[src/rtl/sparse_linear_classifier_defines.svh]
// Assertion macros for the classifier RTL.
`ifndef SPARSE_LINEAR_CLASSIFIER_DEFINES_SVH
`define SPARSE_LINEAR_CLASSIFIER_DEFINES_SVH

`ifndef SYNTHESIS

// Concurrent check on a given clock, disabled while the given reset is low.
`define SLC_ASSERT_CLK(lbl, clk, rst_n, prop) \
  lbl: assert property (@(posedge clk) disable iff (!rst_n) prop) \
    else $error("slc check failed");

// Concurrent check on the block clock and reset.
`define SLC_ASSERT(lbl, prop) `SLC_ASSERT_CLK(lbl, clk_i, rst_ni, prop)

`else

`define SLC_ASSERT_CLK(lbl, clk, rst_n, prop)
`define SLC_ASSERT(lbl, prop)

`endif

`endif

[src/rtl/slc_pkg.sv]
`default_nettype none

package slc_pkg;

  // Sizes of the stores.
  localparam int FEATURE_DIM  = 1024;
  localparam int MAX_CLASSES  = 16;
  localparam int FIDX_W       = $clog2(FEATURE_DIM);
  localparam int CLS_W        = $clog2(MAX_CLASSES);
  localparam int CNT_W        = $clog2(MAX_CLASSES + 1);
  localparam int WEIGHT_DEPTH = FEATURE_DIM * MAX_CLASSES;
  localparam int WADDR_W      = FIDX_W + CLS_W;

  // Arithmetic widths: Q4.12 operands, Q8.24 products, Q16.24 scores.
  localparam int VAL_W  = 16;
  localparam int PROD_W = 2 * VAL_W;
  localparam int ACC_W  = 40;

  localparam logic signed [VAL_W-1:0] BIAS_SCALE = VAL_W'(4096);
  localparam logic signed [ACC_W-1:0] ACC_MAX = {1'b0, {(ACC_W-1){1'b1}}};
  localparam logic signed [ACC_W-1:0] ACC_MIN = {1'b1, {(ACC_W-1){1'b0}}};

  localparam logic [CNT_W-1:0] BINARY_CLASSES = CNT_W'(2);

  // Configuration register indexes (address bit 2).
  localparam logic [0:0] REG_CLASS_COUNT = 1'b0;
  localparam logic [0:0] REG_BIAS_ENABLE = 1'b1;

  typedef enum logic [1:0] {
    KIND_WEIGHT  = 2'd0,
    KIND_BIAS    = 2'd1,
    KIND_FEATURE = 2'd2
  } kind_e;

  typedef enum logic [2:0] {
    ST_IDLE,
    ST_ISSUE,
    ST_BIAS,
    ST_DRAIN,
    ST_SCAN,
    ST_EMIT
  } state_e;

  // Commands from the sequencer to the multiply-accumulate unit.
  typedef struct packed {
    logic             issue;
    logic             bias_phase;
    logic [CLS_W-1:0] idx;
    logic             scan_init;
    logic             scan_step;
    logic             clear;
  } cmd_t;

endpackage

`default_nettype wire

[src/rtl/slc_mac.sv]
`default_nettype none

`include "sparse_linear_classifier_defines.svh"

module slc_mac (
  input  wire                              clk_i,
  input  wire                              rst_ni,
  input  wire  slc_pkg::cmd_t              cmd_i,
  input  wire  signed [slc_pkg::VAL_W-1:0] value_i,
  input  wire  signed [slc_pkg::VAL_W-1:0] bias_i,
  input  wire  signed [slc_pkg::VAL_W-1:0] weight_i,
  output logic                             busy_o,
  output logic [slc_pkg::CLS_W-1:0]        best_o,
  output logic signed [slc_pkg::ACC_W-1:0] score_o
);
  import slc_pkg::*;

  logic                     s1_valid_q;
  logic                     s1_bias_q;
  logic [CLS_W-1:0]         s1_idx_q;
  logic signed [VAL_W-1:0]  s1_bias_val_q;
  logic                     s2_valid_q;
  logic [CLS_W-1:0]         s2_idx_q;
  logic signed [PROD_W-1:0] prod_q;
  logic signed [PROD_W-1:0] prod_d;
  logic signed [VAL_W-1:0]  op_a;
  logic signed [VAL_W-1:0]  op_b;
  logic signed [ACC_W-1:0]  acc_q [MAX_CLASSES];
  logic [CLS_W-1:0]         acc_raddr;
  logic signed [ACC_W-1:0]  acc_rd;
  logic signed [ACC_W:0]    sum_w;
  logic signed [ACC_W-1:0]  sat_sum;
  logic [CLS_W-1:0]         best_q;
  logic signed [ACC_W-1:0]  score_q;

  // Stage one tracks the weight read; the bias is sampled alongside it.
  always_ff @(posedge clk_i or negedge rst_ni) begin
    if (!rst_ni) begin
      s1_valid_q <= 1'b0;
      s2_valid_q <= 1'b0;
    end else begin
      s1_valid_q <= cmd_i.issue;
      s2_valid_q <= s1_valid_q;
    end
  end

  always_ff @(posedge clk_i) begin
    s1_bias_q     <= cmd_i.bias_phase;
    s1_idx_q      <= cmd_i.idx;
    s1_bias_val_q <= bias_i;
    s2_idx_q      <= s1_idx_q;
    prod_q        <= prod_d;
  end

  // The shared multiplier: value times weight, or bias times 2^12.
  always_comb begin
    op_a   = s1_bias_q ? BIAS_SCALE : value_i;
    op_b   = s1_bias_q ? s1_bias_val_q : weight_i;
    prod_d = op_a * op_b;
  end

  // One accumulator read port, shared by the adder and the scan.
  assign acc_raddr = s2_valid_q ? s2_idx_q : cmd_i.idx;
  assign acc_rd    = acc_q[acc_raddr];

  // Saturating add of the product into the selected accumulator.
  always_comb begin
    sum_w = (ACC_W+1)'(acc_rd) + (ACC_W+1)'(prod_q);
    if (sum_w[ACC_W] != sum_w[ACC_W-1]) begin
      sat_sum = sum_w[ACC_W] ? ACC_MIN : ACC_MAX;
    end else begin
      sat_sum = sum_w[ACC_W-1:0];
    end
  end

  // Accumulator bank, cleared after each result.
  always_ff @(posedge clk_i or negedge rst_ni) begin
    if (!rst_ni) begin
      for (int i = 0; i < MAX_CLASSES; i++) begin
        acc_q[i] <= '0;
      end
    end else if (cmd_i.clear) begin
      for (int i = 0; i < MAX_CLASSES; i++) begin
        acc_q[i] <= '0;
      end
    end else if (s2_valid_q) begin
      acc_q[s2_idx_q] <= sat_sum;
    end
  end

  // Running maximum; strict compare keeps the first maximum.
  always_ff @(posedge clk_i) begin
    if (cmd_i.scan_init) begin
      best_q  <= '0;
      score_q <= acc_rd;
    end else if (cmd_i.scan_step && (acc_rd > score_q)) begin
      best_q  <= cmd_i.idx;
      score_q <= acc_rd;
    end
  end

  assign busy_o  = s1_valid_q | s2_valid_q;
  assign best_o  = best_q;
  assign score_o = score_q;

  `SLC_ASSERT(a_issue_not_scan, cmd_i.issue |-> !(cmd_i.scan_init || cmd_i.scan_step))
  `SLC_ASSERT(a_scan_after_drain, (cmd_i.scan_init || cmd_i.scan_step) |-> !busy_o)
  `SLC_ASSERT(a_clear_after_drain, cmd_i.clear |-> !busy_o)
  `SLC_ASSERT(a_stage_order, s2_valid_q |-> $past(s1_valid_q))

endmodule

`default_nettype wire

[config.mk]
export PLATFORM = sky130hd
export DESIGN_NAME = slc_mac
export DESIGN_NICKNAME = d
export VERILOG_FILES = /design/src/rtl/slc_pkg.sv /design/src/rtl/slc_mac.sv
export VERILOG_INCLUDE_DIRS = /design/src /design/src/rtl
export SDC_FILE = /design/constraint.sdc
export NUM_CORES = 2
export LEC_CHECK = 0
export BUFFER_PORTS_ARGS = -buffer_cell sky130_fd_sc_hd__buf_4
export CORE_MARGIN = 4
export CORE_UTILIZATION = 45
export DETAILED_ROUTE_END_ITERATION = 12
export GPL_TIMING_DRIVEN = 0
export PLACE_DENSITY = 0.71
export SLEW_MARGIN = 10
export SYNTH_ARGS = -nofsm -noshare
export SYNTH_HDL_FRONTEND = slang
export SYNTH_SLANG_ARGS = --single-unit
[constraint.sdc]
create_clock -name clk_i -period 16.7 [get_ports clk_i]
set_clock_uncertainty 0.15 [all_clocks]
set_input_delay 0.835 -clock clk_i [delete_from_list [all_inputs] [get_ports clk_i]]
set_output_delay 0.835 -clock clk_i [all_outputs]
set_load 0.01 [all_outputs]
### Word level (Yosys, flattened, before mapping)

Cells that the tools add are included.

* flip-flop bits (word level): 743
* word-level logic and storage cells: 54
* input bits: 59
* output and inout bits: 45

* reductions and logical operators: 4
* multipliers: 1
* muxes and demuxes: 15
* magnitude comparators: 4
* equality and inequality tests: 1
* bitwise logic cells: 3
* add/subtract/negate cells: 1

Operators by type and width (number)
* two-way mux 640 bit: 2
* bitwise mux 640 bit: 1
* two-way mux 40 bit: 7
* binary-select mux 40 bit (select 4 bit): 1
* demux 40 bit (select 4 bit): 1
* adder 40 x 32 -> 41 bit: 1
* greater-than comparator 40 bit: 1
* multiplier 16 x 16 -> 32 bit: 1
* two-way mux 16 bit: 2
* greater-or-equal comparator 5 bit (second input constant): 2
* inverter 4 -> 5 bit: 2
* less-than comparator 5 x 1 -> 1 bit (second input constant): 1
* two-way mux 4 bit: 1
* nonzero test 2 bit: 2
* logical AND 1 bit: 2
* inequality test 1 bit: 1
* bitwise OR 1 bit: 1

### Depth between registers and ports, before layout

* depth in word-level cells: 11
* mapped depth: 26
* gate-level depth less buffers: 24

### Worst setup path after synthesis

OpenSTA, ideal clock, no wires.

* path type: input -> register
* start: in weight_i[1] in the netlist's numbering
* end: reg prod_q[30]
* required time: 16427 ps
* stages: 21
* arrival time: 6724 ps
* path buffers: 2
* library setup time: 123 ps
* slack: 9703 ps
* path through: nor2b_1 > clkbuf_1 > nand2_1 > inv_1 > fa_1 > fa_1 > fa_1 > fa_1 > fa_1 > inv_1 > fa_1 > inv_1 > ha_1 > clkbuf_1 > a21oi_1 > o2111ai_1 > o21a_1 > and4_1 > a2111oi_1 > a21oi_1 > xor2_1

* longest elaborated chain between the ends: 2

RTL lines
* start: declaration: RTL line slc_mac.sv:11 `input wire signed [slc_pkg::VAL_W-1:0] weight_i,`
* two-way mux 16 bit: RTL line slc_mac.sv:58 `op_b = s1_bias_q ? s1_bias_val_q : weight_i;`
* multiplier 16 x 16 -> 32 bit: RTL line slc_mac.sv:59 `prod_d = op_a * op_b;`
* via prod_d[30]: RTL line slc_mac.sv:25 `logic signed [PROD_W-1:0] prod_d;`
* end signal: assignment: RTL line slc_mac.sv:52 `prod_q <= prod_d;`
* end: declaration: RTL line slc_mac.sv:24 `logic signed [PROD_W-1:0] prod_q;`

The timed path passes the listed nets, and every way through them passes these cells.
A chain may end at the register's enable or synchronous reset.

### Worst setup path after layout

* start: reg s2_valid_q
* end: reg acc_q[570] in the netlist's numbering

* longest elaborated chain between the ends: 11
* elaborated cells between the ends (all ways): 13
* those cells by class: add/sub: 1; eq/ne: 1; mux: 9; bitwise: 1; reduce/logical: 1

RTL lines
* start: declaration: RTL line slc_mac.sv:22 `logic s2_valid_q;`
* start signal: assignment: RTL line slc_mac.sv:43 `s2_valid_q <= s1_valid_q;`
* two-way mux 4 bit *: RTL line slc_mac.sv:63 `assign acc_raddr = s2_valid_q ? s2_idx_q : cmd_i.idx;`
* inverter 4 -> 5 bit (not written as such) *: RTL line slc_mac.sv:64 `assign acc_rd = acc_q[acc_raddr];`
* binary-select mux 40 bit (select 4 bit) *: RTL line slc_mac.sv:64
* two-way mux 40 bit (not written as such) * (2 in a row): RTL line slc_mac.sv:64
* via acc_rd[9]: RTL line slc_mac.sv:30 `logic signed [ACC_W-1:0] acc_rd;`
* adder 40 x 32 -> 41 bit *: RTL line slc_mac.sv:68 `sum_w = (ACC_W+1)'(acc_rd) + (ACC_W+1)'(prod_q);`
* two-way mux 40 bit or inequality test 1 bit (tied branches): RTL line slc_mac.sv:70, slc_mac.sv:69
* two-way mux 40 bit *: RTL line slc_mac.sv:69 `if (sum_w[ACC_W] != sum_w[ACC_W-1]) begin`
* bitwise mux 640 bit *: RTL line slc_mac.sv:87 `acc_q[s2_idx_q] <= sat_sum;`
* two-way mux 640 bit *: RTL line slc_mac.sv:86 `end else if (s2_valid_q) begin`
* two-way mux 640 bit *: RTL line slc_mac.sv:82 `end else if (cmd_i.clear) begin`
* end signal: indexed assignment: RTL line slc_mac.sv:87
* end: declaration: RTL line slc_mac.sv:28 `logic signed [ACC_W-1:0] acc_q [MAX_CLASSES];`

Mark *: on every way through the listed nets, which the timed path passes. The rest lies on a longest branch. The select of a mux whose other input is x is not followed.

==> summary.txt <==
Run status
  • Status: finished clean

Synth
  • Most used DFF post-synth: dfrtp_1
  • Yosys reg bits: 743
  • Post-Syn Instances: 4065
  • Distinct cells, synth: 88
  • Main combinational cell family by area after synthesis: adder cells
  • Dominant cells by area after synthesis: dfrtp_1, fa_1, mux4_2
  • Multiplexer share of the synthesized area: 8.41%
  • Xor and xnor fraction of the mapped netlist area: 1.25%
  • Syn_area_per_cell: 11.0 µm²
  • Yosys warns: 0
  • Sequential area share after synthesis: 41.3%
  • Post-synth top area share: 35.9%
  • Asr flop ratio synth: 86.4%
  • Post-Synth Adder-Cell Area: 16.3%
  • Area of the mapped netlist: 44800 µm²
  • Dominant cell type by area after synthesis: dfrtp_1
  • Synth Area in Compound Gates: 16.2%
  • Area share of and/or/nand/nor cells after synthesis: 10.8%
  • EDFF count, synth: 40
  • Post-synth net total: 4549

Hold path
  • Worst hold path class: in2async

Drt
  • DRC violations left: 0
  • WL/cell: 27.7 µm
  • DR iter-0 viols: 4073
  • Mean number of vias per cell: 6.25
  • Detailed Route WL: 156000 µm
  • Final ANT Viol Nets: 0
  • Via count: 35100
  • TritonRoute pass-1 iters: 8

Clock network
  • CTS sink count: 743
  • CTS tree: built
  • H-Tree Depth: 3
  • Total CTS buffers: 83
  • Root buf cell: clkbuf_16
  • Clk Latency, worst-skew pair: 0.68 ns
  • CTS resizes: 0
  • # hold bufs at CTS: 0
  • Deepest clock path buffer count: 3
  • Postcts setup bufs: 0
  • Clock transition at path regs: 0.06 ns

STA
  • Count of final hold-check violations: 0
  • RSZ-0062 raised after global routing: no
  • Final-report max-slew violation count: 0
  • Worst Tran Pin Value: 1.38 ns
  • Final setup violation count: 0
  • Post-route clock period utilization: 56.9%
  • FMAX: 105 MHz
  • Tmin final: 9.50 ns
  • Slew margin rel.: 7.67%
  • Final TNS setup: 0 ns

Setup path
  • Crit path arrival time: 9.85 ns
  • FF-to-FF path depth: 18
  • Crit Path Max Fanout: 10
  • Critical Path Sink Type: flip-flop
  • CP startpoint: s2_valid_q
  • Reg2Reg Capture Point: acc_q[570]
  • R2R Path Start: s2_valid_q
  • Worst reg-to-reg setup slack: 7.20 ns
  • CP startpoint kind: flip-flop
  • CP endpoint: acc_q[570]
  • Crit path kind: reg2reg
  • CP required: 17.05 ns

Global route
  • Largest net degree at the start of global routing: 108
  • First-pass GRT wire length: 231000 µm
  • Initial antenna violation count: 4
  • Number of global-route vias before repair: 35800
  • Total Routing Usage GR: 30.0%
  • Overflow after GRT: 0

Power
  • Leak Pwr: 23.1 nW
  • Pwr dens: 156 nW/µm²
  • Sw frac: 43.7%
  • Clock share of power: 24.5%
  • Comb power frac: 49.5%
  • Flop pwr share: 26.1%
  • VDD IR-drop max: 0.149 mV
  • NetSw: 3.44 mW
  • Internal power: 4.42 mW

Floorplanning
  • Initial Util: 45.4%
  • Chip Width: 323 µm
  • FP Rows: 115
  • Die area: 105000 µm²
  • Die H: 323 µm
  • CORE AREA: 98600 µm²
  • Ports: 104

Flow run
  • Max cap viols: 0

Final layout
  • Fin nets: 4745
  • Share of layout cells above drive strength 1: 13.3%
  • Layout fillers: 8552
  • Syn-to-layout area delta: 12.3%
  • Final core occ: 51.0%

Place
  • Gpl congestion: 0.997
  • Port Buffer Count: 103
  • Post-DP HPWL: 113000 µm
## cells in the mapped netlist, types with 13 or more instances
master	n
a211oi_1	58
clkbuf_1	198
dfxtp_1	61
and2_1	166
mux2i_1	13
buf_2	54
a22o_1	295
inv_1	339
nand2_1	537
edfxtp_1	40
a221o_1	34
dfrtp_1	642
nor3_1	35
xnor2_1	47
nand2b_1	23
ha_1	162
a31oi_1	67
o21ai_1	41
fa_1	263
a21oi_1	84
xor2_1	17
o21ai_0	313
nor2_1	83
nand3_1	25
a21o_1	46
and3_1	15
mux4_2	160
nor2b_1	26
## worst max-delay path: stages (launching register included)
cell      delay [ns]
dfrtp_1         0.32
clkbuf_1        0.29
mux2i_1         0.48
clkbuf_1        0.56
buf_1           0.87
clkbuf_1        1.02
mux4_2          0.39
nand2_1         0.07
a31oi_1         1.04
ha_1            0.46
a21oi_1         0.18
o21ai_0         0.13
a31oi_1         0.50
a211oi_2        0.18
o211ai_1        0.31
nand3_1         0.34
o21ai_1         1.15
clkbuf_1        0.65
o21ai_0         0.22
## per-stage QoR
step	cells	cell area [µm²]	power [mW]	setup slack [ns]	hold WS, ns
4_1_cts	5617	50300	7.82	7.03	0.0880
2_1_floorplan	4065	44800	4.72	9.70	0.160
3_5_place_dp	5463	47400	5.90	6.75	0.164
5_1_grt	5617	50300	8.33	7.03	0.113
3_3_place_gp	5455	47200	5.83	5.96	0.160
6_report	5621	50300	7.86	7.20	0.0471
## layout make-up
type	count	area, µm²	area share [%]
multi-input cells	2694	23700	47.2
flip-flops and latches	743	18500	36.8
clock buffers	119	2450	4.88
well taps	1287	1610	3.20
plain buffers	289	1340	2.66
inverters	339	1270	2.53
repair buffers	111	962	1.91
clock inverters	35	419	0.833
diodes	4	10.0	0.0199
## kinds of logic after synthesis
logic type,Yosys count
AOI/OAI and AO/OA,1037
and+or+nand+nor,992
xor gates and xnor gates,64
DFF,743
adders and majority gates,425
buffers and inverters,628
muxes,176
## power groups by stage
stage / combinational, mW / clock [mW] / sequential (mW)
2_1_floorplan: 2.66 / 0 / 2.06
3_3_place_gp: 3.76 / 0 / 2.08
3_5_place_dp: 3.82 / 0 / 2.08
4_1_cts: 3.85 / 1.92 / 2.05
5_1_grt: 4.27 / 2.00 / 2.06
6_report: 3.89 / 1.92 / 2.05
## layer usage
| layer | up-vias | GRT usage [%] | routed length, µm |
|---|---|---|---|
| met5 | - | 0 | 0 |
| met3 | 538 | 9.32 | 17700 |
| met2 | 2201 | 46.1 | 69800 |
| met1 | 17700 | 36.4 | 55900 |
| li1 | 14600 | - | - |
| met4 | 0 | 20.4 | 12100 |
## sequential cells by signal, summed over array words and instances, names as in the netlist
name	count
best_o	4
acc_q	640
s1_bias_val_q	16
s2_valid_q	1
s1_valid_q	1
score_o	40
s1_idx_q	4
prod_q	32
s1_bias_q	1
s2_idx_q	4
## worst min-delay path by stage
stage / to / slack (ns) / depth (start not counted)
finish: acc_q[462] / 0.05 / 1
global route: s1_bias_val_q[1] / 0.11 / 1
CTS: acc_q[413] / 0.09 / 1
detailed placement: s2_idx_q[0] / 0.16 / 0
global placement: s2_idx_q[3] / 0.16 / 0
floorplan: s2_idx_q[0] / 0.16 / 0
## cell usage in the layout, fill, tap and decap left out, types with 46 or more instances in the layout
| cell type | Yosys | final |
|---|---|---|
| dfrtp_1 | 642 | 642 |
| nand2_1 | 537 | 537 |
| inv_1 | 339 | 339 |
| o21ai_0 | 313 | 313 |
| a22o_1 | 295 | 295 |
| fa_1 | 263 | 263 |
| clkbuf_1 | 198 | 202 |
| and2_1 | 166 | 166 |
| ha_1 | 162 | 162 |
| mux4_2 | 160 | 160 |
| buf_4 | 9 | 111 |
| a21oi_1 | 84 | 84 |
| nor2_1 | 83 | 83 |
| clkbuf_16 | 0 | 83 |
| a31oi_1 | 67 | 61 |
| dfxtp_1 | 61 | 61 |
| buf_2 | 54 | 59 |
| a211oi_1 | 58 | 58 |
| xnor2_1 | 47 | 47 |
| a21o_1 | 46 | 46 |
Note: power is estimated with default switching activity, not from simulation.
