[config.mk]
export PLATFORM = sky130hd
export DESIGN_NAME = slc_seq
export DESIGN_NICKNAME = d
export VERILOG_FILES = /design/src/rtl/sparse_linear_classifier_defines.svh /design/src/rtl/slc_pkg.sv /design/src/rtl/slc_seq.sv
export SDC_FILE = /design/constraint.sdc
export NUM_CORES = 1
export LEC_CHECK = 0
export BUFFER_PORTS_ARGS = -buffer_cell sky130_fd_sc_hd__clkbuf_2
export CAP_MARGIN = 40
export CORE_UTILIZATION = 47
export CTS_BUF_LIST = sky130_fd_sc_hd__clkbuf_8
export CTS_CLUSTER_SIZE = 40
export DETAILED_ROUTE_END_ITERATION = 10
export PLACE_DENSITY = 0.82
export SYNTH_ARGS = -nofsm -noshare
export SYNTH_HDL_FRONTEND = slang
export SYNTH_SLANG_ARGS = --single-unit
[constraint.sdc]
create_clock -name clk_i -period 1.7 [get_ports clk_i]
set_input_delay 0.17 -clock clk_i [delete_from_list [all_inputs] [get_ports clk_i]]
set_output_delay 0.17 -clock clk_i [all_outputs]
set_load 0.05 [all_outputs]
[src/rtl/sparse_linear_classifier_defines.svh]
// Assertion macros for the classifier RTL.
`ifndef SPARSE_LINEAR_CLASSIFIER_DEFINES_SVH
`define SPARSE_LINEAR_CLASSIFIER_DEFINES_SVH

`ifndef SYNTHESIS

// Concurrent check on a given clock, disabled while the given reset is low.
`define SLC_ASSERT_CLK(lbl, clk, rst_n, prop) \
  lbl: assert property (@(posedge clk) disable iff (!rst_n) prop) \
    else $error("slc check failed");

// Concurrent check on the block clock and reset.
`define SLC_ASSERT(lbl, prop) `SLC_ASSERT_CLK(lbl, clk_i, rst_ni, prop)

`else

`define SLC_ASSERT_CLK(lbl, clk, rst_n, prop)
`define SLC_ASSERT(lbl, prop)

`endif

`endif

[src/rtl/slc_pkg.sv]
`default_nettype none

package slc_pkg;

  // Sizes of the stores.
  localparam int FEATURE_DIM  = 1024;
  localparam int MAX_CLASSES  = 16;
  localparam int FIDX_W       = $clog2(FEATURE_DIM);
  localparam int CLS_W        = $clog2(MAX_CLASSES);
  localparam int CNT_W        = $clog2(MAX_CLASSES + 1);
  localparam int WEIGHT_DEPTH = FEATURE_DIM * MAX_CLASSES;
  localparam int WADDR_W      = FIDX_W + CLS_W;

  // Arithmetic widths: Q4.12 operands, Q8.24 products, Q16.24 scores.
  localparam int VAL_W  = 16;
  localparam int PROD_W = 2 * VAL_W;
  localparam int ACC_W  = 40;

  localparam logic signed [VAL_W-1:0] BIAS_SCALE = VAL_W'(4096);
  localparam logic signed [ACC_W-1:0] ACC_MAX = {1'b0, {(ACC_W-1){1'b1}}};
  localparam logic signed [ACC_W-1:0] ACC_MIN = {1'b1, {(ACC_W-1){1'b0}}};

  localparam logic [CNT_W-1:0] BINARY_CLASSES = CNT_W'(2);

  // Configuration register indexes (address bit 2).
  localparam logic [0:0] REG_CLASS_COUNT = 1'b0;
  localparam logic [0:0] REG_BIAS_ENABLE = 1'b1;

  typedef enum logic [1:0] {
    KIND_WEIGHT  = 2'd0,
    KIND_BIAS    = 2'd1,
    KIND_FEATURE = 2'd2
  } kind_e;

  typedef enum logic [2:0] {
    ST_IDLE,
    ST_ISSUE,
    ST_BIAS,
    ST_DRAIN,
    ST_SCAN,
    ST_EMIT
  } state_e;

  // Commands from the sequencer to the multiply-accumulate unit.
  typedef struct packed {
    logic             issue;
    logic             bias_phase;
    logic [CLS_W-1:0] idx;
    logic             scan_init;
    logic             scan_step;
    logic             clear;
  } cmd_t;

endpackage

`default_nettype wire

[src/rtl/slc_seq.sv]
`default_nettype none

module slc_seq (
  input  wire                        clk_i,
  input  wire                        rst_ni,
  input  wire                        start_i,
  input  wire                        last_i,
  input  wire                        bias_en_i,
  input  wire  [slc_pkg::CNT_W-1:0]  ncls_i,
  input  wire  [slc_pkg::CNT_W-1:0]  nws_i,
  input  wire                        busy_i,
  input  wire                        out_free_i,
  output logic                       idle_o,
  output slc_pkg::cmd_t              cmd_o
);
  import slc_pkg::*;

  state_e           state_q, state_d;
  logic [CLS_W-1:0] cnt_q, cnt_d;
  logic             last_q;
  logic             ws_end;
  logic             cls_end;

  assign ws_end  = ({1'b0, cnt_q} == (nws_i - CNT_W'(1)));
  assign cls_end = ({1'b0, cnt_q} == (ncls_i - CNT_W'(1)));

  // Next state and class counter.
  always_comb begin
    state_d = state_q;
    cnt_d   = cnt_q;
    case (state_q)
      ST_IDLE: begin
        if (start_i) begin
          cnt_d   = '0;
          state_d = ST_ISSUE;
        end
      end
      ST_ISSUE: begin
        if (ws_end) begin
          cnt_d   = '0;
          state_d = (last_q && bias_en_i) ? ST_BIAS : ST_DRAIN;
        end else begin
          cnt_d = cnt_q + CLS_W'(1);
        end
      end
      ST_BIAS: begin
        if (ws_end) begin
          cnt_d   = '0;
          state_d = ST_DRAIN;
        end else begin
          cnt_d = cnt_q + CLS_W'(1);
        end
      end
      ST_DRAIN: begin
        if (!busy_i) begin
          if (!last_q) begin
            state_d = ST_IDLE;
          end else if (ncls_i == BINARY_CLASSES) begin
            state_d = ST_EMIT;
          end else begin
            cnt_d   = CLS_W'(1);
            state_d = ST_SCAN;
          end
        end
      end
      ST_SCAN: begin
        if (cls_end) begin
          state_d = ST_EMIT;
        end else begin
          cnt_d = cnt_q + CLS_W'(1);
        end
      end
      ST_EMIT: begin
        if (out_free_i) begin
          state_d = ST_IDLE;
        end
      end
      default: begin
        state_d = ST_IDLE;
      end
    endcase
  end

  // Commands for the current state.
  always_comb begin
    cmd_o     = '0;
    cmd_o.idx = cnt_q;
    idle_o    = 1'b0;
    case (state_q)
      ST_IDLE:  idle_o = 1'b1;
      ST_ISSUE: cmd_o.issue = 1'b1;
      ST_BIAS: begin
        cmd_o.issue      = 1'b1;
        cmd_o.bias_phase = 1'b1;
      end
      ST_DRAIN: begin
        cmd_o.idx       = '0;
        cmd_o.scan_init = !busy_i && last_q;
      end
      ST_SCAN:  cmd_o.scan_step = 1'b1;
      ST_EMIT:  cmd_o.clear = out_free_i;
      default: begin
        idle_o = 1'b0;
      end
    endcase
  end

  always_ff @(posedge clk_i or negedge rst_ni) begin
    if (!rst_ni) begin
      state_q <= ST_IDLE;
      cnt_q   <= '0;
      last_q  <= 1'b0;
    end else begin
      state_q <= state_d;
      cnt_q   <= cnt_d;
      if (start_i && idle_o) begin
        last_q <= last_i;
      end
    end
  end

endmodule

`default_nettype wire

Yosys cells after proc, flatten, opt, wreduce, memory -nomap -nowiden
Cells that the tools add are included.

word-level totals
  register bits after elaboration = 8
  input bits = 17
  output and inout port bits = 10
  word-level logic and storage cells = 55

operators by class
  add/sub/neg operators = 3
  equal/unequal tests = 17
  muxes and demuxes = 23
  reductions and logical operators = 9

operators with widths
  kind                 count
  $mux 4               6
  $mux 3               7
  $ne 2x2->1 const B   9
  $pmux 3 s6           1
  $pmux 4 s4           1
  $reduce_and 6->1     2
  $eq 4x5->1           2
  $sub 5x1->5 const B  2
  $mux 1               7
  $eq 3x2->1 const B   2
  $eq 3x3->1 const B   2
  $eq 5x2->1 const B   1
  $mux 5               1
  $add 4x1->4 const B  1
  $reduce_bool 4->1    1
  $eq 3x1->1 const B   1
  $logic_and 1x1->1    3
  $logic_not 3->1      1
  $reduce_or 2->1      1
  $logic_not 1->1      1

Longest topological paths before layout
Gate-level depths: netlist of run 1.

  word-level depth = 5
  gate-level depth with buffers = 8
  gate-level depth less buffers = 8

Worst setup path before layout of run 1
OpenSTA, ideal clock, no wires.

  kind = register to register
  from = register state_q[0]
  to = register last_q
  library setup time = 0.128 ns
  arrival = 2.243 ns
  required time = 1.572 ns
  path slack = -0.671 ns
  stages on the path, launching flop included = 5
  path buffers = 1
  period minus slack after synthesis = 2.371 ns
  cell sequence = dfrtp_1 > clkbuf_1 > nor3_1 > nand2_1 > mux2_1

between the ends
  longest elaborated chain between the ends = 3

RTL lines
  what                      line            text
  start: declaration        slc_seq.sv:18   state_e state_q, state_d;
  start signal: assignment  slc_seq.sv:114  state_q <= state_d;
  $logic_not 3->1           slc_seq.sv:89   case (state_q)
  $mux 1                    slc_seq.sv:89
  named net idle_o          slc_seq.sv:13   output logic idle_o,
  $logic_and 1x1->1         slc_seq.sv:116  if (start_i && idle_o) begin
  end signal: assignment    slc_seq.sv:117  last_q <= last_i;
  end: declaration          slc_seq.sv:20   logic last_q;

The timed path passes the listed nets, and every way through them passes these cells.
A chain may end at the register's enable or synchronous reset.

Worst setup path in the final report of run 1
  from = register cnt_q[2]
  to = register cnt_q[0]

between the ends
  longest elaborated chain between the ends = 3
  elaborated cells between the ends (all ways) = 6
  those cells by class = 3 x eq/ne; 2 x mux; 1 x reduce/logical

RTL lines
  what                                                             line                          text
  start: declaration                                               slc_seq.sv:19                 logic [CLS_W-1:0] cnt_q, cnt_d;
  start signal: assignment                                         slc_seq.sv:115                cnt_q <= cnt_d;
  $eq 4x5->1 (on tied branches)                                    slc_seq.sv:25, slc_seq.sv:24
  $ne 2x2->1 (no source line) or $mux 4 (tied branches)            --
  $reduce_and 6->1 (no source line) or $pmux 4 s4 (tied branches)  --

Several ways; a longest one is shown, not always the timed one.

==> results.yml, run 1 <==
run_status:
  status: "complete, but fails checks"
  violations: "setup timing"
routing:
  dr_wl_met2_mm: 1.40
  drtIter0Drc: 49
  route.vias.total: 996
  firstDrtPassIters: 4
  maxUsedRoutingLayer: "met4"
  routed_wirelength_mm: 2.70
  wl_per_cell_um: 15.4
  met3_length_um: 136
  via_per_inst: 5.66
  met1_length_mm: 1.15
  drcViolationCount: 0
  ant_nets: 0
placement:
  pre_cts_ws_ps: -213
  port_buffers: 26
  place_congestion: 1.00
  dp_hpwl_mm: 1.87
  dpl-instance-area_um2: 1140
finish:
  syn_to_final_growth_pct: 56.9
  layout.nets: 175
  fillers: 98
  drive_gt1_frac: 0.454
  antennaDiodeCount: 0
  stdcell_area_um2: 1320
sta:
  skew_ps: 0.329
  tns_ps: -545
  rsz0062_at_grt: "yes"
  setup_viol: 6
  fin_crit_sh: 1.07
  max_slew_margin: 0.649
  fin_crit_ps: 1820
  setup_ws_ps: -121
  holdWs_ps: 148
  finalMaxSlewViolations: 0
  worst_pin_slew_ps: 519
  final_hold_viol_count: 0
  max_freq_ghz: 0.549
synthesis:
  yosysWarnings: 0
  ys_seq_area_frac: 0.238
  synth_edf_count: 0
  syn_inst: 108
  syn_nets: 129
  synth_flop_cell: "dfrtp_1"
  ys_async_sr_fraction: 1.00
  syn-mean-instance-area_um2: 7.80
  synth_seq_cells: 8
  synth_cell_types: 37
  syn_area_um2: 842
clock_network:
  clk_pin_slew_ps: 40
  numClockSinks: 8
  cts_root_buffer: "clkbuf_8"
  clk_latency_ps: 230
  cts_tree: "yes"
  cts-htree-levels: 1
  cts_buffers: 3
  cts_buffer_depth: 2
grt:
  overflow: 0
  grt_pass1_wl_mm: 3.85
  grt_pass1_vias: 897
  antenna_found_initial: 0
  grt_use_total: 0.273
  grt_max_degree: 9
setup_path:
  max_stage_delay_ps: 420
  start_kind: "flip-flop"
  worstPathArrival_ps: 1980
  cpMaxStageDelayCell: "dfrtp_2"
  cp_data_required_time_ps: 1850
  criticalPathCategory: "reg -> reg"
  crit_chain: "buf_6 > nand4b_1 > a21oi_2 > o311a_4 > o32ai_4 > buf_4 > mux2i_1 > o21ai_1"
  critPathCaptureType: "flip-flop"
  cp_max_fo: 5
pwr:
  total_leakage_power_nw: 0.620
  power_w: 0.00269
  p_per_area_nw_per_um2: 2040
  max-vdd-ir-drop_uv: 1470
flow_run:
  cap_violations: 0
worst_hold_path:
  min_path_type: "in -> reg"
floorplan:
  fp-row-count: 14
  die_x_um: 44.3
  fp.dieArea_um2: 1960
  core_region_area_um2: 1590
  fp.dieH_um: 44.3
  initial_core_util: 0.528
  io_pins: 27
placed cells by master, fill, tap and decap left out, types with 2 or more instances in the layout:
cell type,netlist,routed
xnor2_1,6,6
nand4b_1,2,2
a21oi_1,8,6
xor2_1,4,4
nor2_2,1,3
nor2_1,8,6
nor3_1,10,7
nor3_4,0,2
dfrtp_1,8,5
o21ai_0,3,3
and2_1,5,5
buf_6,0,6
inv_1,9,7
clkbuf_2,0,22
nand3b_1,2,2
and3_1,2,2
a21o_1,2,2
nand3_1,3,3
clkbuf_8,0,4
dfrtp_2,0,3
a31oi_1,2,2
a21oi_2,0,2
o311a_4,0,2
nand2_1,6,5
buf_4,0,14
clkbuf_4,0,2
ha_1,4,3
inv_2,0,2
sequential cells by signal (all words and copies together), names as in the netlist:
name / flops
last_q: 1
state_q: 3
cnt_q: 4
repair_timing:
item / 4_1_cts / 5_1_grt
setup endpoints to repair: 9 / 13
resized for setup: 11 / 18
gates cloned: 0 / 0
pin swaps: 1 / 9
buffers inserted: 1 / 1
endpoints found under the hold margin: 8 / 0
hold buffers: 1 / 0
area by class of cell:
cell class	instances	area (um^2)	area share
Multi-Input combinational cell	86	691	0.523
Timing Repair Buffer	46	322	0.243
Sequential cell	8	204	0.154
Clock buffer	3	41.3	0.0312
Inverter	9	33.8	0.0256
Tap cell	24	30.0	0.0227
path summary, 6_finish.rpt:
path,start,to,slack (ps),depth (start not counted)
worst min register to register,last_q,last_q,540,1
max in group asynchronous,rst_ni,state_q[2],1160,2
min in group asynchronous,rst_ni,state_q[1],330,2
worst max-delay path,cnt_q[2],cnt_q[0],-120,8
worst max register to register,cnt_q[2],cnt_q[0],-120,8
worst min-delay path,last_i,last_q,150,2
metal layers:
metal | global-route usage | up-vias
met5 | 0 | -
met4 | 0.0667 | 0
met2 | 0.462 | 34
li1 | - | 485
met1 | 0.344 | 473
met3 | 0.0776 | 4
worst max-delay path, delay by kind of cell (launching register included):
kind	cells	cell delay, ps
flops	1	420
buf+inv	2	310
compound gates	4	850
mux	1	50
simple gates	1	100
kinds of logic after synthesis:
| family | synth area share |
|---|---|
| adders and majority gates | 0.0594 |
| and+or+nand+nor | 0.273 |
| muxes | 0.0253 |
| AOI/OAI and AO/OA | 0.235 |
| buffers and inverters | 0.0654 |
| xor gates and xnor gates | 0.104 |
| DFF | 0.238 |
Yosys cell counts (2+ instances only):
library cell	count	area, um^2
nand3b_1	2	15.0
inv_1	9	33.8
a31oi_1	2	12.5
and2_1	5	31.3
xnor2_1	6	52.6
clkbuf_1	3	11.3
ha_1	4	50.1
nand4b_1	2	17.5
nor2_1	8	30.0
dfrtp_1	8	200
a21o_1	2	15.0
a21oi_1	8	40.0
o21ai_0	3	15.0
nand2_1	6	22.5
nand3_1	3	15.0
nor3_1	10	50.1
o311a_1	2	20.0
and3_1	2	12.5
xor2_1	4	35.0
buf_2	2	10.0
where the power goes:
| group | switching, W | leakage, nW | internal [W] |
|---|---|---|---|
| clock | 0.0000784 | 0.0216 | 0.000154 |
| combinational | 0.00118 | 0.503 | 0.000857 |
| sequential | 0.000126 | 0.0956 | 0.000292 |
| total | 0.00139 | 0.620 | 0.00130 |
through the flow:
| step | utilization | cells |
|---|---|---|
| after floorplan | - | 108 |
| after global placement | 0.714 | 170 |
| after detailed placement | 0.714 | 170 |
| after CTS | 0.779 | 175 |
| after global routing | 0.829 | 176 |
| final | 0.829 | 176 |
No activity file was read; power rests on OpenSTA's default activity.
==> inputs of run 2 (changes only) <==
CORE_UTILIZATION = 25   (was 47)
PLACE_DENSITY = 0.51   (was 0.82)
==> run 2 against run 1 <==
Net effect:
- the run still ends with setup timing left
- first-iteration DRC count down 35%
- routed wire length down 6.8%
- register-to-register slack better by 20 ps
- critical path depth down 2
- maximum frequency up 1.3%
- power down 2.3%
- largest power group unchanged
- count of clock-buffer cells in the layout unchanged
- sequential share of layout area down 0.60 points
==> results.yml, run 2 (synthesized netlist as in run 1, its figures left out) <==
placement:
  dpl-instance-area_um2: 1220
  port_buffers: 26
  place_congestion: 0.892
  dp_hpwl_mm: 2.00
  pre_cts_ws_ps: -258
pwr:
  max-vdd-ir-drop_uv: 1010
  total_leakage_power_nw: 0.656
  power_w: 0.00263
  p_per_area_nw_per_um2: 1920
sta:
  final_hold_viol_count: 0
  setup_viol: 6
  tns_ps: -259
  max_slew_margin: 0.722
  finalMaxSlewViolations: 0
  fin_crit_ps: 1800
  max_freq_ghz: 0.556
  fin_crit_sh: 1.06
  setup_ws_ps: -98.2
  skew_ps: 3.71
  holdWs_ps: 142
  rsz0062_at_grt: "yes"
  worst_pin_slew_ps: 412
grt:
  grt_pass1_vias: 903
  overflow: 0
  grt_pass1_wl_mm: 4.05
  grt_use_total: 0.154
  antenna_found_initial: 0
  grt_max_degree: 9
finish:
  largest_reg_flops: 4
  antennaDiodeCount: 0
  reg_top3: "cnt_q x4, state_q x3, last_q x1"
  drive_gt1_frac: 0.469
  layout_common_cells: "buf_4 (26), clkbuf_2 (23), inv_1 (7), nor3_1 (7)"
  stdcell_area_um2: 1370
  layout.nets: 183
  top_register: "cnt_q"
  syn_to_final_growth_pct: 62.3
  final_common_cell: "buf_4"
clock_network:
  cts_buffers: 3
  cts_root_buffer: "clkbuf_8"
  clk_latency_ps: 240
  cts-htree-levels: 1
  cts_tree: "yes"
  cts_buffer_depth: 2
  clk_pin_slew_ps: 50
  numClockSinks: 8
floorplan:
  fp.dieArea_um2: 3600
  core_region_area_um2: 3130
  fp-row-count: 20
  initial_core_util: 0.269
  die_x_um: 60.0
  io_pins: 27
  fp.dieH_um: 60.0
routing:
  via_per_inst: 4.81
  met1_length_mm: 1.12
  ant_nets: 0
  dr_wl_met2_mm: 1.28
  routed_wirelength_mm: 2.52
  route.vias.total: 982
  drtIter0Drc: 32
  met3_length_um: 101
  wl_per_cell_um: 12.4
  drcViolationCount: 0
  maxUsedRoutingLayer: "met4"
  firstDrtPassIters: 4
worst_hold_path:
  min_path_type: "in -> reg"
setup_path:
  cp_max_fo: 2
  worstPathArrival_ps: 1910
  criticalPathCategory: "reg -> reg"
  start_kind: "flip-flop"
  cp_data_required_time_ps: 1810
  critPathCaptureType: "flip-flop"
flow_run:
  cap_violations: 0
run_status:
  status: "complete, but fails checks"
  violations: "setup timing"
-- run 2: repair_timing --
item                                    CTS  global route
gates resized for setup                  12             8
setup buffers                             3             0
hold endpoints to repair                  8             0
hold buffers                              1             0
pin swaps                                 3             1
endpoints found under the setup margin   13            13
-- run 2: report_power, final --
group / internal, W / switching (W)
Sequential: 0.000289 / 0.000124
Combinational: 0.000861 / 0.00111
Clock: 0.000155 / 0.0000892
-- run 2: layout make-up --
type / instances / area [um^2]
clock buffers: 3 / 41.3
inverters: 9 / 33.8
multi-input cells: 86 / 667
repair buffers: 54 / 367
fillers: 331 / 1760
flip-flops and latches: 8 / 203
well taps: 44 / 55.1
-- run 2: per-stage QoR --
step,cells,util
6_report,204,0.437
5_1_grt,204,0.437
4_1_cts,204,0.430
3_5_place_dp,197,0.389
3_3_place_gp,197,0.389
2_1_floorplan,108,-
-- run 2: worst max-delay path: stages, from the launching register on --
cell	delay [ps]
dfrtp_1	390
xor2_1	160
xnor2_1	200
o311a_4	230
nor2_2	40
or3_1	340
a221o_1	320
-- run 2: final timing paths --
| check | slack, ps | end | depth (start not counted) | from |
|---|---|---|---|---|
| min reg2reg | 550 | last_q | 1 | last_q |
| min | 140 | last_q | 2 | last_i |
| max in group asynchronous | 1180 | cnt_q[2] | 2 | rst_ni |
| max | -100 | state_q[0] | 6 | cnt_q[3] |
| min in group asynchronous | 310 | last_q | 2 | rst_ni |
| max reg2reg | -100 | state_q[0] | 6 | cnt_q[3] |
-- run 2: per-layer routing --
| layer | global-route usage | vias up |
|---|---|---|
| met5 | 0 | - |
| met4 | 0.0299 | 0 |
| met3 | 0.0476 | 3 |
| met2 | 0.271 | 23 |
| met1 | 0.184 | 456 |
| li1 | - | 500 |
==> inputs of run 3 (changes only) <==
CORE_MARGIN = 2   (was default)
==> run 3 against run 2 <==
Net effect:
- die area is 6.8% higher
- the run still ends with setup timing left
- non-clock buffer count shrank 2
- routed wire length is 1.2% lower
- utilization decreased by 2.3 points
- cell count did not move
- clock skew up 3.3 ps
- sequential share of layout area about the same
- combinational power about the same
- critical endpoint is now cnt_q[3]
- largest power group unchanged
- via count grew 0.20%
- highest routed layer unchanged
- maximum frequency grew 1.1%
- register-to-register slack improved by 20 ps
==> results.yml, run 3 (synthesized netlist as in run 1, its figures left out) <==
sta:
  setup_ws_ps: -79.1
  fin_crit_sh: 1.05
  skew_ps: 7.02
  final_hold_viol_count: 0
  max_slew_margin: 0.699
  rsz0062_at_grt: "yes"
  max_freq_ghz: 0.562
  setup_viol: 5
  fin_crit_ps: 1780
  worst_pin_slew_ps: 446
  finalMaxSlewViolations: 0
grt:
  overflow: 0
  grt_pass1_wl_mm: 3.98
  grt_max_degree: 9
  antenna_found_initial: 0
  grt_use_total: 0.138
  grt_pass1_vias: 936
routing:
  drtIter0Drc: 22
  drcViolationCount: 0
  maxUsedRoutingLayer: "met4"
  met1_length_mm: 1.04
  routed_wirelength_mm: 2.49
  wl_per_cell_um: 12.2
  ant_nets: 0
  dr_wl_met2_mm: 1.33
  met3_length_um: 82
  route.vias.total: 984
  via_per_inst: 4.82
  firstDrtPassIters: 4
setup_path:
  cp_data_required_time_ps: 1850
  crit_chain: "buf_6 > nand4b_1 > a21oi_1 > o311a_1 > o32ai_4 > a41oi_2 > a31oi_1"
  criticalPathCategory: "reg -> reg"
  worstPathArrival_ps: 1930
  start_kind: "flip-flop"
  critPathCaptureType: "flip-flop"
  critPathBufInv: 1
  cpMaxStageDelayCell: "dfrtp_2"
  cp_max_fo: 6
  path_delay_family: "compound AO/OA/AOI/OAI gates"
  max_stage_delay_ps: 440
clock_network:
  cts_buffer_depth: 2
  clk_latency_ps: 230
  clk_pin_slew_ps: 40
  cts_root_buffer: "clkbuf_8"
  cts_tree: "yes"
  cts-htree-levels: 1
  cts_buffers: 3
  numClockSinks: 8
run_status:
  status: "complete, but fails checks"
  violations: "setup timing"
finish:
  layout.nets: 181
  largest_reg_flops: 4
  antennaDiodeCount: 0
  drive_gt1_frac: 0.462
  final_common_cell: "buf_4"
  post-route-util: 0.414
  reg_top3: "cnt_q x4, state_q x3, last_q x1"
  top_register: "cnt_q"
  layout_common_cells: "buf_4 (23), clkbuf_2 (22), inv_1 (8)"
  syn_to_final_growth_pct: 61.5
placement:
  place_congestion: 0.993
  dp_hpwl_mm: 2.04
  port_buffers: 26
pwr:
  max-vdd-ir-drop_uv: 854
  p_per_area_nw_per_um2: 1910
  total_leakage_power_nw: 0.652
  power_w: 0.00260
floorplan:
  initial_core_util: 0.256
  io_pins: 27
  fp.dieArea_um2: 3850
  core_region_area_um2: 3280
  fp.dieH_um: 62.0
  die_x_um: 62.0
  fp-row-count: 21
worst_hold_path:
  min_path_type: "in -> reg"
flow_run:
  cap_violations: 0
run 3: area by class of cell:
type                       count  area (um^2)
clock buffer                   3         41.3
inverter                       9         33.8
multi-input combinational     86          677
sequential                     8          201
fill                         338         1920
tap                           46         57.6
timing repair buffer          52          349
run 3: worst register-to-register path, cell delays in order, from the launching register on:
cell and delay, ps:
dfrtp_2 440, buf_6 130, nand4b_1 90, a21oi_1 70, o311a_1 340, o32ai_4 340
a41oi_2 150, a31oi_1 150
run 3: power breakdown:
part	internal, W	leakage [nW]	switching [W]
Clock	0.000153	0.0216	0.0000720
Combinational	0.000854	0.532	0.00112
Sequential	0.000288	0.0983	0.000108
run 3: final timing paths:
path / slack (ps) / cells past startpoint / from / to
min in group asynchronous: 320 / 2 / rst_ni / last_q
worst max-delay path: -80 / 7 / cnt_q[2] / cnt_q[3]
worst min register to register: 530 / 1 / last_q / last_q
worst min-delay path: 150 / 2 / last_i / last_q
max in group asynchronous: 1180 / 2 / rst_ni / cnt_q[2]
worst max register to register: -80 / 7 / cnt_q[2] / cnt_q[3]
run 3: repair_timing:
action	4_1_cts	5_1_grt
cloned	0	0
buffers inserted	3	0
hold endpoints to repair	8	0
hold buffers	1	0
setup endpoints to repair	12	13
pin swaps	1	3
gates resized for setup	12	10
run 3: metal layers:
metal	up-vias	global-route usage
met5	-	0
met4	0	0.0334
met3	6	0.0248
met2	23	0.256
met1	462	0.163
li1	493	-
run 3: through the flow:
stage / hold slack, ps / area (um^2) / cells / setup TNS (ps) / setup WS [ps]
finish: 152 / 1360 / 204 / -331 / -79.1
global route: 166 / 1360 / 204 / -869 / -164
CTS: 151 / 1320 / 204 / -348 / -78.6
detailed placement: 30.4 / 1200 / 197 / -1110 / -225
global placement: 31.9 / 1200 / 197 / -1040 / -209
floorplan: -126 / 885 / 108 / -390 / -191
